[src/design/tile_slot_cache_lru_core_defines.svh]
// Assertion macros used by the tile slot cache top level.
`ifndef TILE_SLOT_CACHE_LRU_CORE_DEFINES_SVH
`define TILE_SLOT_CACHE_LRU_CORE_DEFINES_SVH

// Same-cycle implication, checked outside reset.
`define TSCL_ASSERT_NOW(label, ante, cons, msg) \
  label: assert property (@(posedge clk) disable iff (!rst_n) (ante) |-> (cons)) \
    else $error(msg);

// Next-cycle implication, checked outside reset.
`define TSCL_ASSERT_NEXT(label, ante, cons, msg) \
  label: assert property (@(posedge clk) disable iff (!rst_n) (ante) |=> (cons)) \
    else $error(msg);

`endif

[src/design/tscl_pkg.sv]
// Shared types and constants of the tile slot cache.
`timescale 1ns / 1ps
`default_nettype none
package tscl_pkg;

  localparam int COORD_W    = 14;
  localparam int NODES_W    = 8;
  localparam int POST_W     = 16;
  localparam int STAMP_W    = 64;
  localparam int OUT_SLOT_W = 4;
  localparam int IN_DATA_W  = 80;
  localparam int OUT_DATA_W = 32;

  localparam logic [1:0] OP_LOOKUP = 2'd0;
  localparam logic [1:0] OP_FILL   = 2'd1;
  localparam logic [1:0] OP_CLEAR  = 2'd2;

  localparam logic [1:0] FETCH_READY   = 2'd0;
  localparam logic [1:0] FETCH_NO_GRID = 2'd1;
  localparam logic [1:0] FETCH_PENDING = 2'd2;
  localparam logic [1:0] FETCH_NO_SRC  = 2'd3;

  localparam logic [2:0] ST_HIT        = 3'd0;
  localparam logic [2:0] ST_HIT_HOLE   = 3'd1;
  localparam logic [2:0] ST_MISS       = 3'd2;
  localparam logic [2:0] ST_INSTALLED  = 3'd3;
  localparam logic [2:0] ST_INST_HOLE  = 3'd4;
  localparam logic [2:0] ST_PENDING    = 3'd5;
  localparam logic [2:0] ST_NO_SOURCE  = 3'd6;
  localparam logic [2:0] ST_CLEARED    = 3'd7;

  localparam logic [NODES_W-1:0] MIN_SIDE = 8'd2;

  typedef struct packed {
    logic load;
    logic step;
    logic commit;
  } ctl_cmd_t;

  typedef struct packed {
    logic in_scan_op;
    logic in_clear_op;
    logic scan_last;
    logic out_free;
  } dp_stat_t;

endpackage
`default_nettype wire

[src/design/tile_slot_cache_lru_core.sv]
// Top level of the tile slot cache with LRU replacement.
//
// The input channel (in_*) takes one operation per item: lookup, fill after
// fetch, or clear. The result channel (out_*) returns one item per lookup,
// fill or clear; an item with the unused operation code is taken and dropped.
// A lookup or fill reads the slot store one slot per cycle through its single
// read port, checking the key and tracking the oldest use stamp, then commits.
// A clear commits without a scan. No new item is accepted until the current
// item commits. The result is written into the output register at the commit
// and waits there while the receiver stalls; the next item is accepted
// meanwhile, and its commit waits until the register is free.
// Synchronous reset empties every slot, zeroes the use clock and drops any
// pending result.
`timescale 1ns / 1ps
`default_nettype none
module tile_slot_cache_lru_core #(
  parameter int SLOTS      = 12,
  parameter int COORD_BITS = 14
) (
  input  wire                              clk,
  input  wire                              rst_n,
  input  wire                              in_tvalid,
  output logic                             in_tready,
  // op, tile_x, tile_y, fetch_outcome, row_nodes, col_nodes, row_postings,
  // col_postings
  input  wire  [tscl_pkg::IN_DATA_W-1:0]   in_tdata,
  output logic                             out_tvalid,
  input  wire                              out_tready,
  // status, slot, side_nodes, postings, one zero pad bit
  output logic [tscl_pkg::OUT_DATA_W-1:0]  out_tdata
);

`include "tile_slot_cache_lru_core_defines.svh"

  tscl_pkg::ctl_cmd_t cmd;
  tscl_pkg::dp_stat_t stat;

  tscl_ctrl u_ctrl (
    .clk       (clk),
    .rst_n     (rst_n),
    .in_tvalid (in_tvalid),
    .in_tready (in_tready),
    .stat      (stat),
    .cmd       (cmd)
  );

  tscl_dpath #(
    .SLOTS      (SLOTS),
    .COORD_BITS (COORD_BITS)
  ) u_dpath (
    .clk        (clk),
    .rst_n      (rst_n),
    .in_tdata   (in_tdata),
    .cmd        (cmd),
    .stat       (stat),
    .out_tvalid (out_tvalid),
    .out_tready (out_tready),
    .out_tdata  (out_tdata)
  );

  `TSCL_ASSERT_NOW(a_commit_free, cmd.commit, stat.out_free, "commit while result register busy")
  `TSCL_ASSERT_NOW(a_load_accept, cmd.load, in_tvalid && in_tready, "load without accepted item")
  `TSCL_ASSERT_NEXT(a_scan_blocks, cmd.load && stat.in_scan_op, !in_tready, "item taken in scan")
  `TSCL_ASSERT_NEXT(a_commit_out, cmd.commit, out_tvalid, "commit did not produce a result")

endmodule
`default_nettype wire

[src/design/tscl_ctrl.sv]
// Controller state machine sequencing accept, slot scan and commit.
`timescale 1ns / 1ps
`default_nettype none
module tscl_ctrl (
  input  wire                      clk,
  input  wire                      rst_n,
  input  wire                      in_tvalid,
  output logic                     in_tready,
  input  wire tscl_pkg::dp_stat_t  stat,
  output tscl_pkg::ctl_cmd_t       cmd
);

  localparam logic [1:0] S_IDLE = 2'd0;
  localparam logic [1:0] S_SCAN = 2'd1;
  localparam logic [1:0] S_LAST = 2'd2;
  localparam logic [1:0] S_DONE = 2'd3;

  logic [1:0] state_r;
  logic [1:0] state_nxt;
  logic       accept;

  assign in_tready = (state_r == S_IDLE);
  assign accept    = in_tvalid && in_tready;

  always_comb begin
    state_nxt  = state_r;
    cmd.load   = 1'b0;
    cmd.step   = 1'b0;
    cmd.commit = 1'b0;
    case (state_r)
      S_IDLE: begin
        if (accept) begin
          cmd.load = 1'b1;
          if (stat.in_clear_op) begin
            state_nxt = S_DONE;
          end else if (stat.in_scan_op) begin
            state_nxt = S_SCAN;
          end
        end
      end
      S_SCAN: begin
        cmd.step = 1'b1;
        if (stat.scan_last) begin
          state_nxt = S_LAST;
        end
      end
      S_LAST: begin
        state_nxt = S_DONE;
      end
      S_DONE: begin
        if (stat.out_free) begin
          cmd.commit = 1'b1;
          state_nxt  = S_IDLE;
        end
      end
      default: begin
        state_nxt = S_IDLE;
      end
    endcase
  end

  always_ff @(posedge clk) begin
    if (!rst_n) begin
      state_r <= S_IDLE;
    end else begin
      state_r <= state_nxt;
    end
  end

endmodule
`default_nettype wire

[src/design/tscl_dpath.sv]
// Datapath: slot store, scan compare, use clock, commit and result register.
`timescale 1ns / 1ps
`default_nettype none
module tscl_dpath #(
  parameter int SLOTS      = 12,
  parameter int COORD_BITS = 14
) (
  input  wire                                   clk,
  input  wire                                   rst_n,
  input  wire  [tscl_pkg::IN_DATA_W-1:0]        in_tdata,
  input  wire tscl_pkg::ctl_cmd_t               cmd,
  output tscl_pkg::dp_stat_t                    stat,
  output logic                                  out_tvalid,
  input  wire                                   out_tready,
  output logic [tscl_pkg::OUT_DATA_W-1:0]       out_tdata
);

  localparam int SLOT_W = $clog2(SLOTS);
  localparam int KEY_W  = (COORD_BITS < tscl_pkg::COORD_W) ? COORD_BITS : tscl_pkg::COORD_W;
  localparam int NW     = tscl_pkg::NODES_W;
  localparam int PW     = tscl_pkg::POST_W;
  localparam int SW     = tscl_pkg::STAMP_W;

  // Input fields.
  logic [1:0]                    f_op;
  logic [tscl_pkg::COORD_W-1:0]  f_x;
  logic [tscl_pkg::COORD_W-1:0]  f_y;
  logic [1:0]                    f_fetch;
  logic [NW-1:0]                 f_rn;
  logic [NW-1:0]                 f_cn;
  logic [PW-1:0]                 f_rp;
  logic [PW-1:0]                 f_cp;

  assign f_op    = in_tdata[1:0];
  assign f_x     = in_tdata[15:2];
  assign f_y     = in_tdata[29:16];
  assign f_fetch = in_tdata[31:30];
  assign f_rn    = in_tdata[39:32];
  assign f_cn    = in_tdata[47:40];
  assign f_rp    = in_tdata[63:48];
  assign f_cp    = in_tdata[79:64];

  // Held item.
  logic [1:0]       op_r;
  logic [KEY_W-1:0] kx_r;
  logic [KEY_W-1:0] ky_r;
  logic [1:0]       fetch_r;
  logic [NW-1:0]    rn_r;
  logic [NW-1:0]    cn_r;
  logic [PW-1:0]    rp_r;
  logic [PW-1:0]    cp_r;

  // Slot store.
  logic [SLOTS-1:0] valid_r;
  logic [SW-1:0]    stamp_mem [SLOTS];
  logic [KEY_W-1:0] kx_mem    [SLOTS];
  logic [KEY_W-1:0] ky_mem    [SLOTS];
  logic             hole_mem  [SLOTS];
  logic [NW-1:0]    side_mem  [SLOTS];
  logic [PW-1:0]    post_mem  [SLOTS];

  logic [SW-1:0]    rd_stamp_r;
  logic [KEY_W-1:0] rd_kx_r;
  logic [KEY_W-1:0] rd_ky_r;
  logic             rd_hole_r;
  logic [NW-1:0]    rd_side_r;
  logic [PW-1:0]    rd_post_r;

  // Scan state.
  logic [SLOT_W-1:0] cnt_r;
  logic [SLOT_W-1:0] idx_r;
  logic              cmp_en_r;
  logic              hit_r;
  logic [SLOT_W-1:0] hit_idx_r;
  logic              hit_hole_r;
  logic [NW-1:0]     hit_side_r;
  logic [PW-1:0]     hit_post_r;
  logic [SW-1:0]     min_r;
  logic [SLOT_W-1:0] lru_r;
  logic [SW-1:0]     clock_r;

  // Result register.
  logic              out_valid_r;
  logic [2:0]        out_status_r;
  logic [3:0]        out_slot_r;
  logic [NW-1:0]     out_side_r;
  logic [PW-1:0]     out_post_r;

  // Compare and commit logic.
  logic              cur_valid;
  logic [SW-1:0]     cur_stamp;
  logic              cur_match;
  logic [SW-1:0]     clock_inc;
  logic [SLOT_W-1:0] sel_idx;
  logic              square;
  logic              we;
  logic [SLOT_W-1:0] wa;
  logic              w_hole;
  logic [NW-1:0]     w_side;
  logic [PW-1:0]     w_post;
  logic              set_valid;
  logic              clr_all;
  logic              bump_clock;
  logic [2:0]        res_status;
  logic [SLOT_W-1:0] res_slot;
  logic [NW-1:0]     res_side;
  logic [PW-1:0]     res_post;

  assign stat.in_scan_op  = (f_op == tscl_pkg::OP_LOOKUP) || (f_op == tscl_pkg::OP_FILL);
  assign stat.in_clear_op = (f_op == tscl_pkg::OP_CLEAR);
  assign stat.scan_last   = (cnt_r == SLOT_W'(SLOTS - 1));
  assign stat.out_free    = !out_valid_r || out_tready;

  assign cur_valid = valid_r[idx_r];
  assign cur_stamp = cur_valid ? rd_stamp_r : '0;
  assign cur_match = cur_valid && (rd_kx_r == kx_r) && (rd_ky_r == ky_r);
  assign clock_inc = clock_r + SW'(1);
  assign sel_idx   = hit_r ? hit_idx_r : lru_r;
  assign square    = (fetch_r == tscl_pkg::FETCH_READY) && (rn_r >= tscl_pkg::MIN_SIDE) &&
                     (rn_r == cn_r) && (rp_r == cp_r);

  always_comb begin
    we         = 1'b0;
    wa         = sel_idx;
    w_hole     = hit_hole_r;
    w_side     = hit_side_r;
    w_post     = hit_post_r;
    set_valid  = 1'b0;
    clr_all    = 1'b0;
    bump_clock = 1'b0;
    res_status = tscl_pkg::ST_CLEARED;
    res_slot   = '0;
    res_side   = '0;
    res_post   = '0;
    case (op_r)
      tscl_pkg::OP_LOOKUP: begin
        if (hit_r) begin
          we         = 1'b1;
          bump_clock = 1'b1;
          res_slot   = hit_idx_r;
          if (hit_hole_r) begin
            res_status = tscl_pkg::ST_HIT_HOLE;
          end else begin
            res_status = tscl_pkg::ST_HIT;
            res_side   = hit_side_r;
            res_post   = hit_post_r;
          end
        end else begin
          res_status = tscl_pkg::ST_MISS;
          res_slot   = lru_r;
        end
      end
      tscl_pkg::OP_FILL: begin
        res_slot = sel_idx;
        if (fetch_r == tscl_pkg::FETCH_PENDING) begin
          res_status = tscl_pkg::ST_PENDING;
        end else if (fetch_r == tscl_pkg::FETCH_NO_SRC) begin
          res_status = tscl_pkg::ST_NO_SOURCE;
        end else begin
          we         = 1'b1;
          set_valid  = 1'b1;
          bump_clock = 1'b1;
          w_hole     = !square;
          w_side     = square ? rn_r : '0;
          w_post     = square ? cp_r : '0;
          res_status = square ? tscl_pkg::ST_INSTALLED : tscl_pkg::ST_INST_HOLE;
          res_side   = w_side;
          res_post   = w_post;
        end
      end
      tscl_pkg::OP_CLEAR: begin
        clr_all = 1'b1;
      end
      default: begin
        res_status = tscl_pkg::ST_CLEARED;
      end
    endcase
  end

  // Slot store: one write port, one registered read port at the scan index.
  always_ff @(posedge clk) begin
    if (cmd.commit && we) begin
      stamp_mem[wa] <= clock_inc;
      kx_mem[wa]    <= kx_r;
      ky_mem[wa]    <= ky_r;
      hole_mem[wa]  <= w_hole;
      side_mem[wa]  <= w_side;
      post_mem[wa]  <= w_post;
    end
    rd_stamp_r <= stamp_mem[cnt_r];
    rd_kx_r    <= kx_mem[cnt_r];
    rd_ky_r    <= ky_mem[cnt_r];
    rd_hole_r  <= hole_mem[cnt_r];
    rd_side_r  <= side_mem[cnt_r];
    rd_post_r  <= post_mem[cnt_r];
  end

  // Held item and scan results.
  always_ff @(posedge clk) begin
    if (cmd.load) begin
      op_r    <= f_op;
      kx_r    <= f_x[KEY_W-1:0];
      ky_r    <= f_y[KEY_W-1:0];
      fetch_r <= f_fetch;
      rn_r    <= f_rn;
      cn_r    <= f_cn;
      rp_r    <= f_rp;
      cp_r    <= f_cp;
    end
    if (cmd.step) begin
      idx_r <= cnt_r;
    end
    if (cmp_en_r) begin
      if (idx_r == '0 || cur_stamp < min_r) begin
        min_r <= cur_stamp;
        lru_r <= idx_r;
      end
      if (cur_match && !hit_r) begin
        hit_idx_r  <= idx_r;
        hit_hole_r <= rd_hole_r;
        hit_side_r <= rd_side_r;
        hit_post_r <= rd_post_r;
      end
    end
    if (cmd.commit) begin
      out_status_r <= res_status;
      out_slot_r   <= 4'(res_slot);
      out_side_r   <= res_side;
      out_post_r   <= res_post;
    end
  end

  // Control state.
  always_ff @(posedge clk) begin
    if (!rst_n) begin
      valid_r     <= '0;
      clock_r     <= '0;
      cnt_r       <= '0;
      cmp_en_r    <= 1'b0;
      hit_r       <= 1'b0;
      out_valid_r <= 1'b0;
    end else begin
      cmp_en_r <= cmd.step;
      if (cmd.load) begin
        cnt_r <= '0;
        hit_r <= 1'b0;
      end else if (cmd.step && !stat.scan_last) begin
        cnt_r <= cnt_r + SLOT_W'(1);
      end
      if (cmp_en_r && cur_match) begin
        hit_r <= 1'b1;
      end
      if (cmd.commit) begin
        if (clr_all) begin
          valid_r <= '0;
          clock_r <= '0;
        end else begin
          if (set_valid) begin
            valid_r[wa] <= 1'b1;
          end
          if (bump_clock) begin
            clock_r <= clock_inc;
          end
        end
      end
      if (cmd.commit) begin
        out_valid_r <= 1'b1;
      end else if (out_tready) begin
        out_valid_r <= 1'b0;
      end
    end
  end

  assign out_tvalid = out_valid_r;
  assign out_tdata  = {1'b0, out_post_r, out_side_r, out_slot_r, out_status_r};

endmodule
`default_nettype wire

[config.mk]
export PLATFORM = sky130hd
export DESIGN_NAME = tile_slot_cache_lru_core
export DESIGN_NICKNAME = d
export VERILOG_FILES = /design/src/design/tscl_pkg.sv /design/src/design/tile_slot_cache_lru_core.sv /design/src/design/tscl_ctrl.sv /design/src/design/tscl_dpath.sv
export VERILOG_INCLUDE_DIRS = /design/src /design/src/design
export SDC_FILE = /design/constraint.sdc
export NUM_CORES = 2
export LEC_CHECK = 0
export BUFFER_PORTS_ARGS = -buffer_cell sky130_fd_sc_hd__buf_4
export CAP_MARGIN = 15
export CORE_ASPECT_RATIO = 1.5
export CORE_UTILIZATION = 35
export CTS_CLUSTER_DIAMETER = 150
export DETAILED_ROUTE_END_ITERATION = 6
export PLACE_DENSITY = 0.59
export SLEW_MARGIN = 20
export SYNTH_ARGS = -nofsm -noshare
export SYNTH_HDL_FRONTEND = slang
export SYNTH_SLANG_ARGS = --single-unit
[constraint.sdc]
create_clock -name clk -period 9.5 [get_ports clk]
set_input_delay 0.475 -clock clk [delete_from_list [all_inputs] [get_ports clk]]
set_output_delay 0.475 -clock clk [all_outputs]
set_load 0.03 [all_outputs]
==> out/qor.csv <==
stage;metric;value;unit
final_layout;multi_input_area;16400;µm²
clocking;htree_levels;4;
floorplanning;start_util;35.3;%
placed_design;io_buffers;116;
final_layout;seq_area;52600;µm²
floorplanning;die_w;367;µm
timing;clock-skew-final;0.0447;ns
worst_setup_path;critPathLaunchType;flop;
worst_setup_path;crit_family;compound AO/OA/AOI/OAI gates;
yosys;netlist_area;69800;µm²
yosys;ys_ff_latch;1818;
timing;fmax;0.188;GHz
floorplanning;die_h;549;µm
detailed_routing;ant_nets;0;
timing;slew_headroom;21.9;%
yosys;netlist_instances;3694;
status;status;completed;
yosys;synth_nets;3847;
yosys;syn_avg_cell_area;18.9;µm²
worst_setup_path;reg2reg_to;u_dpath.min_r[9];
detailed_routing;dr.pass1.iters;5;
grt;track_usage;15.3;%
pwr;irDropWorstVdd;0.000189;V
timing;setup_viol;0;
floorplanning;io_pins;118;
grt;grt_pass1_vias;36200;
worst_setup_path;cpMaxStageDelayCell;buf_4;
timing;post-route-min-period;5.32;ns
clocking;cts_buffers;170;
timing;fin_crit_sh;56.0;%
placed_design;gp_congestion;0.767;
clocking;clock-root-buffer;clkbuf_16;
timing;rsz0062_at_grt;no;
detailed_routing;drc_errors;0;
clocking;postCtsSetupBuffers;0;
timing;slew_violations;0;
timing;tns;0;ns
pwr;total_leakage_power;24.1;nW
floorplanning;rows;200;
final_layout;mostFrequentLayoutCell;edfxtp_1;
min_path;hold-path-cell-count;2;
pwr;power_density;219;nW/µm²
final_layout;final_area;80100;µm²
floorplanning;die_area;201000;µm²
yosys;synthDistinctLibCells;74;
final_layout;final_cell_mix;edfxtp_1 (1616), mux4_2 (354), nand2_1 (249);
grt;antenna_found_initial;2;
placed_design;placed_cell_area;74000;µm²
timing;worst_slew_pin_slew;1.16;ns
final_layout;syn_to_final_growth;14.8;%
flow_run;drv_cap;0;
detailed_routing;dr_total_vias;33900;
pwr;finalPower;17.5;mW
grt;grt_start_max_net_pins;132;
worst_setup_path;reg2reg_slack;4.18;ns
worst_setup_path;crit_buf_inv;2;
detailed_routing;wl_per_cell;23.0;µm
detailed_routing;post_drt_via_cell_ratio;5.05;
worst_setup_path;worstPathMaxFanout;66;
yosys;synthFlopType;edfxtp_1;
grt;grt_pass1_wl;233;mm
yosys;async_reset_ff_share;0;%
worst_setup_path;arrival;5.73;ns
timing;final-hold-violation-count;0;
clocking;cts_tree;built;
yosys;ys_seq_area_share;75.3;%
worst_setup_path;crit_path_end_kind;flop;
worst_setup_path;rr_worst_depth;14;
worst_setup_path;cp_cell_sequence;mux4_2, mux2i_1, o21ai_4, buf_4, and2_1, ha_1, a21oi_1, a21boi_0, o311ai_0, nand3_1, o211ai_1, a31oi_1, nor4_4, buf_4;
min_path;holdCritStartpoint;rst_n;
yosys;yosysWarnings;0;
detailed_routing;drt-total-wl;154;mm
clocking;clk_pin_slew_worst_paths;0.07;ns
worst_setup_path;critPathMostFrequentCell;buf_4;
clocking;clock_latency;0.80;ns
clocking;cts-hold-fix-buffers;81;
final_layout;nets;4105;
detailed_routing;drtIter0Drc;2475;
clocking;cts.sinks;1818;
clocking;clock_tree.buffer_depth;4;
final_layout;fill_cells;17500;
floorplanning;core;198000;µm²
worst_setup_path;cp.required;9.91;ns
worst_setup_path;worstReg2RegStart;u_dpath.idx_r[0];
min_path;hold_path.class;in2reg;
placed_design;placed_cells;6324;
worst_setup_path;path_class;reg2reg;
final_layout;fin_cells;6709;
clocking;cts_resized;0;
yosys;synth-edff-count;1616;
final_layout;drive_gt1_share;20.4;%
placed_design;place_hpwl;84.4;mm
grt;overflow;0;
worst_setup_path;slowest_delay;0.70;ns
min_path;holdPathEnd;u_ctrl.state_r[1];
-- synth_stat cells, types with 32 or more instances --
library cell     n  area share [%]
a21oi_1         70            0.50
nand3_1         64            0.46
inv_1           83            0.45
nor2_1          82            0.44
mux2i_1        122             1.7
xor2_1          48            0.60
nand2_1        249             1.3
ha_1            69             1.2
o21ai_0        180             1.3
dfxtp_1        202             5.8
xnor2_1         68            0.85
edfxtp_1      1616              70
clkbuf_1       103            0.55
mux4_2         354              11
buf_2           43            0.31
a22o_1          32            0.40
and2_1          68            0.61
-- cell families after synthesis --
family | after synthesis | synth area share, %
flip-flops | 1818 | 75.3
buffers and inverters | 256 | 1.50
AND/OR/NAND/NOR | 603 | 4.31
multiplexers | 479 | 13.2
other | 1 | 0.00537
XOR/XNOR | 116 | 1.46
adder cells (fa/ha/maj) | 69 | 1.24
AO/OA/AOI/OAI | 352 | 2.97
-- layout make-up --
cell class	instances	area share, %
Antenna cell	1	0.00312
Clock buffer	235	5.90
Clock inverter	67	0.639
Inverter	84	0.395
Multi-Input combinational cell	1620	20.5
Sequential cell	1818	65.6
Tap cell	2626	4.10
Timing Repair Buffer	258	2.83
-- metal layers --
layer | up-vias | track usage [%] | part of all wire [%]
met3 | 223 | 1.63 | 3.2
li1 | 15100 | - | -
met4 | 2 | 4.82 | 2.7
met1 | 17900 | 18.0 | 40
met5 | - | 0 | 0.0071
met2 | 651 | 28.9 | 54
-- sequential cells by signal (all words and copies together) (netlist names), 64 cells and up --
register / count
u_dpath.stamp_mem: 768
u_dpath.post_mem: 192
u_dpath.kx_mem: 168
u_dpath.ky_mem: 168
u_dpath.side_mem: 96
u_dpath.clock_r: 64
u_dpath.min_r: 64
u_dpath.rd_stamp_r: 64
-- power by group --
part | switching (mW) | internal [mW]
Clock | 2.87 | 3.64
Combinational | 0.864 | 0.771
Sequential | 0.290 | 9.08
Total | 4.02 | 13.5
-- metrics by stage --
| step | setup slack [ns] | util (%) | hold WS (ns) |
|---|---|---|---|
| after detailed placement | 3.70 | 37.4 | 0.389 |
| after floorplan | 2.28 | - | 0.386 |
| final | 4.18 | 40.5 | 0.0541 |
| after global placement | 3.72 | 37.4 | 0.387 |
| after global routing | 3.69 | 40.5 | 0.0188 |
| after CTS | 3.65 | 40.4 | 0.00206 |
-- how the worst max path moves through the flow --
stage | startpoint | endpoint | slack [ns] | cells past startpoint
floorplan | u_dpath.idx_r[0] | u_dpath.lru_r[0] | 2.28 | 14
global placement | u_dpath.idx_r[0] | u_dpath.min_r[5] | 3.72 | 14
detailed placement | u_dpath.idx_r[0] | u_dpath.min_r[9] | 3.70 | 14
CTS | u_dpath.idx_r[0] | u_dpath.min_r[9] | 3.65 | 14
global route | u_dpath.idx_r[0] | u_dpath.min_r[9] | 3.69 | 14
finish | u_dpath.idx_r[0] | u_dpath.min_r[9] | 4.18 | 14
-- worst register-to-register path: stages (launching register included) --
cell	delay (ns)
edfxtp_1	0.51
mux4_2	0.56
mux2i_1	0.25
o21ai_4	0.07
buf_4	0.31
and2_1	0.30
ha_1	0.33
a21oi_1	0.15
a21boi_0	0.10
o311ai_0	0.37
nand3_1	0.13
o211ai_1	0.22
a31oi_1	0.25
nor4_4	0.65
buf_4	0.70
Power figures use the tool's default switching activity.
